--- config.mk ---
export PLATFORM = sky130hd
export DESIGN_NAME = tcw_colmod
export DESIGN_NICKNAME = d
export VERILOG_FILES = /design/src/text_console_writer_core_assert.svh /design/src/tcw_colmod.sv
export SDC_FILE = /design/constraint.sdc
export NUM_CORES = 1
export LEC_CHECK = 0
export ABC_AREA = 1
export BUFFER_PORTS_ARGS = -buffer_cell sky130_fd_sc_hd__buf_4
export CORE_MARGIN = 4
export CORE_UTILIZATION = 50
export DETAILED_ROUTE_END_ITERATION = 7
export PLACE_DENSITY = 0.74
export SYNTH_ARGS = -nofsm -noshare
export SYNTH_HDL_FRONTEND = slang
export SYNTH_SLANG_ARGS = --single-unit
--- constraint.sdc ---
create_clock -name aclk -period 2.4 [get_ports aclk]
set_input_delay 0.48 -clock aclk [delete_from_list [all_inputs] [get_ports aclk]]
set_output_delay 0.48 -clock aclk [all_outputs]
set_load 0.02 [all_outputs]
--- src/text_console_writer_core_assert.svh ---
// Assertion macros for the text console writer.
// Included by text_console_writer_core.sv; no other dependencies.
`ifndef TEXT_CONSOLE_WRITER_CORE_ASSERT_SVH
`define TEXT_CONSOLE_WRITER_CORE_ASSERT_SVH
`ifndef SYNTHESIS
// Check cons in the same cycle as ante.
`define TCW_ASSERT_SAME(label, clk, rst_n, ante, cons, msg) \
    label: assert property (@(posedge clk) disable iff (!rst_n) (ante) |-> (cons)) \
        else $error(msg);
// Check cons in the cycle after ante.
`define TCW_ASSERT_NEXT(label, clk, rst_n, ante, cons, msg) \
    label: assert property (@(posedge clk) disable iff (!rst_n) (ante) |=> (cons)) \
        else $error(msg);
`else
`define TCW_ASSERT_SAME(label, clk, rst_n, ante, cons, msg)
`define TCW_ASSERT_NEXT(label, clk, rst_n, ante, cons, msg)
`endif
`endif

--- src/tcw_colmod.sv ---
// Restoring remainder unit: dividend mod divisor, one dividend bit per cycle.
// Standalone; used by text_console_writer_core for the newline column.
`default_nettype none

module tcw_colmod #(
    parameter int DW = 11,
    parameter int CW = 7
) (
    input  wire logic          aclk,
    input  wire logic          aresetn,
    input  wire logic          start,
    input  wire logic [DW-1:0] dividend,
    input  wire logic [CW-1:0] divisor,
    output logic               done,
    output logic [CW-1:0]      remainder
);

    localparam int IW = (DW > 1) ? $clog2(DW) : 1;

    logic          busy_reg;
    logic          done_reg;
    logic [IW-1:0] cnt_reg;
    logic [DW-1:0] shift_reg;
    logic [CW-1:0] rem_reg;
    logic [CW:0]   step_val;
    logic [CW:0]   step_diff;

    // Bring down the next dividend bit and subtract when it fits
    assign step_val  = {rem_reg, shift_reg[DW-1]};
    assign step_diff = step_val - {1'b0, divisor};

    always_ff @(posedge aclk) begin
        if (!aresetn) begin
            busy_reg <= 1'b0;
            done_reg <= 1'b0;
        end else if (start) begin
            busy_reg <= 1'b1;
            done_reg <= 1'b0;
        end else if (busy_reg) begin
            if (cnt_reg == '0) begin
                busy_reg <= 1'b0;
                done_reg <= 1'b1;
            end
        end else begin
            done_reg <= 1'b0;
        end
    end

    always_ff @(posedge aclk) begin
        if (start) begin
            cnt_reg   <= IW'(DW - 1);
            shift_reg <= dividend;
            rem_reg   <= '0;
        end else if (busy_reg) begin
            cnt_reg   <= cnt_reg - 1'b1;
            shift_reg <= shift_reg << 1;
            if (step_val >= {1'b0, divisor}) begin
                rem_reg <= CW'(step_diff);
            end else begin
                rem_reg <= CW'(step_val);
            end
        end
    end

    assign done      = done_reg;
    assign remainder = rem_reg;

endmodule

`default_nettype wire

-- Yosys cells after proc, flatten, opt, wreduce, memory -nomap -nowiden
Cells that the tools add are included.
Widths: inputs -> output; s select.
- $add $sub $neg: 2
- multiply operators: 0
- divide/modulo/power cells: 0
- $lt $le $gt $ge: 1
- equal/unequal tests: 0
- shifts and indexed selects: 0
- muxes and demuxes: 6
- bitwise operators: 2
- reduce and logical (&&, ||, !) cells: 3
- operators with widths (kind ; count):
    $mux 11 ; 2
    $ge 8x7->1 ; 1
    $mux 7 ; 1
    $sub 7x7->7 ; 1
    $logic_not 4->1 ; 1
    $sub 4x1->4 const B ; 1
    $mux 1 ; 3
    $reduce_or 3->1 ; 1
    $not 1->1 ; 2
    $reduce_bool 2->1 ; 1
- register bits: 24
- bits in latches: 0
- RAM bits: 0
- ROM bits: 0
- output and inout bits: 8
- logic and storage cells: 19
- memories: 0

-- Longest topological paths before layout
- depth in word-level cells: 4
- depth in mapped cells: 14

-- Worst setup path after synthesis
Ideal clock, no wire load.
- path type: input to register
- start point: input port divisor[0]
- end point: register rem_reg[5] (netlist: remainder[5])
- arrival time: 1662 ps
- required time: 2288 ps
- path slack: 625 ps
- stages: 13
- path through: ha_1 -> inv_1 -> fa_1 -> nand2_1 -> nand2_1 -> nand2_2 -> nand2_2 -> nand2_4 -> nand3_1 -> nand2_1 -> inv_1 -> nand2_1 -> nand2_1
- longest elaborated chain between the ends: 2
- elaborated cells between the ends (all ways): 3
- classes of those cells: 1 x add/sub; 1 x order compare; 1 x mux
- ends and longest elaborated chain (what ; line ; text):
    start, declared ; tcw_colmod.sv:13 ; input wire logic [CW-1:0] divisor,
    $sub 7x7->7 or $ge 8x7->1 (tied branches) ; tcw_colmod.sv:30, tcw_colmod.sv:57 ;
    $mux 7 * ; tcw_colmod.sv:57 ; if (step_val >= {1'b0, divisor}) begin
    end signal, assigned ; tcw_colmod.sv:58 ; rem_reg <= CW'(step_diff);
    end signal, assigned ; tcw_colmod.sv:60 ; rem_reg <= CW'(step_val);
    end, declared ; tcw_colmod.sv:24 ; logic [CW-1:0] rem_reg;
Every way passes the cells marked *; elsewhere a longest branch is shown, timed or not.
A chain may end at the register's enable or synchronous reset.

-- Worst setup path in the final report
- start point: register shift_reg[10]
- end point: register rem_reg[6] (netlist: remainder[6])
- longest elaborated chain between the ends: 2
- elaborated cells between the ends (all ways): 3
- classes of those cells: 1 x add/sub; 1 x order compare; 1 x mux
- ends and longest elaborated chain (what ; line ; text):
    start, declared ; tcw_colmod.sv:23 ; logic [DW-1:0] shift_reg;
    start signal, assigned ; tcw_colmod.sv:52 ; shift_reg <= dividend;
    start signal, assigned ; tcw_colmod.sv:56 ; shift_reg <= shift_reg << 1;
    $sub 7x7->7 or $ge 8x7->1 (tied branches) ; tcw_colmod.sv:30, tcw_colmod.sv:57 ;
    $mux 7 * ; tcw_colmod.sv:57 ;
Marked as above.

==> results.ini <==
[outcome]
status = completed

[grt]
overflow = 0
grt_pass1_wl_um = 4650
antenna_found_initial = 0
grt_max_degree = 19
track_usage = 0.163
first_global_vias = 1104

[yosys]
synth_edf_count = 11
yosysTopAreaCell = edfxtp_1
netlist.area_leader.share = 0.235
synthMostInstantiatedCell = nand2_1
synthCells = 187
yosysWarnings = 0
synth_cell_type_count = 27
synth_seq_area_share = 0.420
syn-num-nets = 217
synth_ff_type = dfxtp_1
avgSynthCellArea_um2 = 7.53
synthArstFlopShare = 0
yosys-top-cells-area = edfxtp_1 23%, dfxtp_1 18%, nand2_1 17%
synthTopCellsByCount = 65 x nand2_1, 26 x inv_1, 17 x nand3_1
ys_ff_latch = 24
syn_area_um2 = 1410

[clock_network]
cts_root_buf = clkbuf_4
cts_buffers = 3
ctsResizeCount = 0
clk_pin_slew_ps = 130
h-tree-depth = 1
clock_latency_ps = 310
clkSinkCount = 24
cts_tree = built
cts_hold_buf = 0
post_cts_buffers = 0
cts_buffer_depth = 2

[hold_path]
hp-class = in -> reg

[setup_path]
cp_data_required_time_ps = 2620
critical_path_arrival_ps = 2130
critPathMaxFanout = 9
startpoint_type = flip-flop
cp-end-kind = flip-flop
worstSetupPathType = reg -> reg

[sta]
finalMaxSlewViolations = 0
finalCriticalPeriod_ps = 1910
period_share = 0.796
rsz0062_at_grt = no
hold_viol = 0
tightest_slew_ps = 402
finalClockSkew_ps = 6.07
finalSetupViolCount = 0
finalSetupTns_ps = 0
timing.fmax_mhz = 523
relSlewSlack = 0.731

[drt]
drt_wl_total_um = 2750
drt_iter0_markers = 53
drtAntennaViolNets = 0
via_per_inst = 4.97
vias = 1222
wire_per_inst_um = 11.2
drt-pass1-iter-count = 4
drc = 0

[floorplan]
io_pins = 29
row_count = 18
die_x_um = 61.1
dieArea_um2 = 3730
die_y_um = 61.1
start_util = 0.543
core_area_um2 = 2590

[finish]
num-nets-final = 247
antenna_cells = 0
largest_reg_flops = 11
drive_above_1_share = 0.194
area_growth_pct = 18.6
instances_no_fill = 246

[placement]
dp_hpwl_um = 2190
placed_cells = 242
portBuffers = 28
gp_congestion = 0.879

[pwr]
p_per_area_nw_per_um2 = 533
leakagePower_nw = 0.891
peakVddDrop_uv = 528

[flow_run]
drv_cap = 0

==> logic make-up (layout without fill, tap and decap cells) <==
kind of cell             count (synthesis)  in the layout  share of synthesized area
AND/OR/NAND/NOR                        106            106                      0.338
adder cells (fa/ha/maj)                  9              9                     0.0853
flip-flops                              24             24                      0.420
buffers and inverters                   33             62                     0.0889
AO/OA/AOI/OAI                           13             13                     0.0560
XOR/XNOR                                 2              2                     0.0124
==> power breakdown <==
group / leakage (nW) / internal (mW) / switching [mW]
clock network: 0.0150 / 0.0649 / 0.113
logic: 0.656 / 0.0968 / 0.132
registers: 0.219 / 0.465 / 0.0184
total: 0.891 / 0.626 / 0.264
==> worst paths after layout <==
kind,startpoint,end,slack (ps),cells past startpoint
max,shift_reg[10],remainder[6],490,14
min,aresetn,busy_reg,390,3
max reg2reg,shift_reg[10],remainder[6],490,14
min reg2reg,cnt_reg[3],cnt_reg[3],470,1
==> final cells by class <==
class                   count  area (um2)
well taps                  30        37.5
clock buffers               4        26.3
multi-input cells         130         692
repair buffers             28         210
inverters                  30         113
fillers                   225         921
flip-flops and latches     24         591
==> routing by layer <==
layer  wire length (um)  up-vias  global-route usage
li1                   -      649                   -
met1               1260      546               0.229
met2               1350       27               0.264
met3                144        0              0.0398
met4                  0        0              0.0155
met5                  0        -                   0
==> critical path, stage by stage (launching register included) <==
cell and delay (ps):
edfxtp_1 380, inv_1 100, ha_1 170, inv_1 70, fa_1 400, nand2_1 80, nand2_1 80, nand2_2 80
nand2_2 70, nand2_4 110, nand3_1 80, nand2_1 70, inv_1 40, nand2_1 50, nand2_1 40
==> layout by cell type (no fill, tap or decap), drive strengths merged <==
| master | n |
|---|---|
| nor3b | 2 |
| inv | 30 |
| nand4 | 2 |
| buf | 28 |
| nor3 | 2 |
| fa | 1 |
| dfxtp | 13 |
| clkbuf | 4 |
| xnor2 | 1 |
| o21ai | 7 |
| nand3 | 17 |
| xor2 | 1 |
| or2 | 2 |
| nand3b | 1 |
| ha | 8 |
| a21oi | 5 |
| a22oi | 1 |
| nor2 | 11 |
| nand2 | 69 |
| edfxtp | 11 |
==> through the flow <==
stage	worst slack, ps	hold WS, ps	power [mW]	utilization	area (um2)
finish	490	386	0.890	0.644	1670
floorplan	625	434	0.648	-	1410
global route	334	379	0.948	0.644	1670
global placement	479	456	0.713	0.634	1640
CTS	497	381	0.896	0.644	1670
detailed placement	410	450	0.721	0.634	1640
Note: power is estimated with default switching activity, not from simulation.
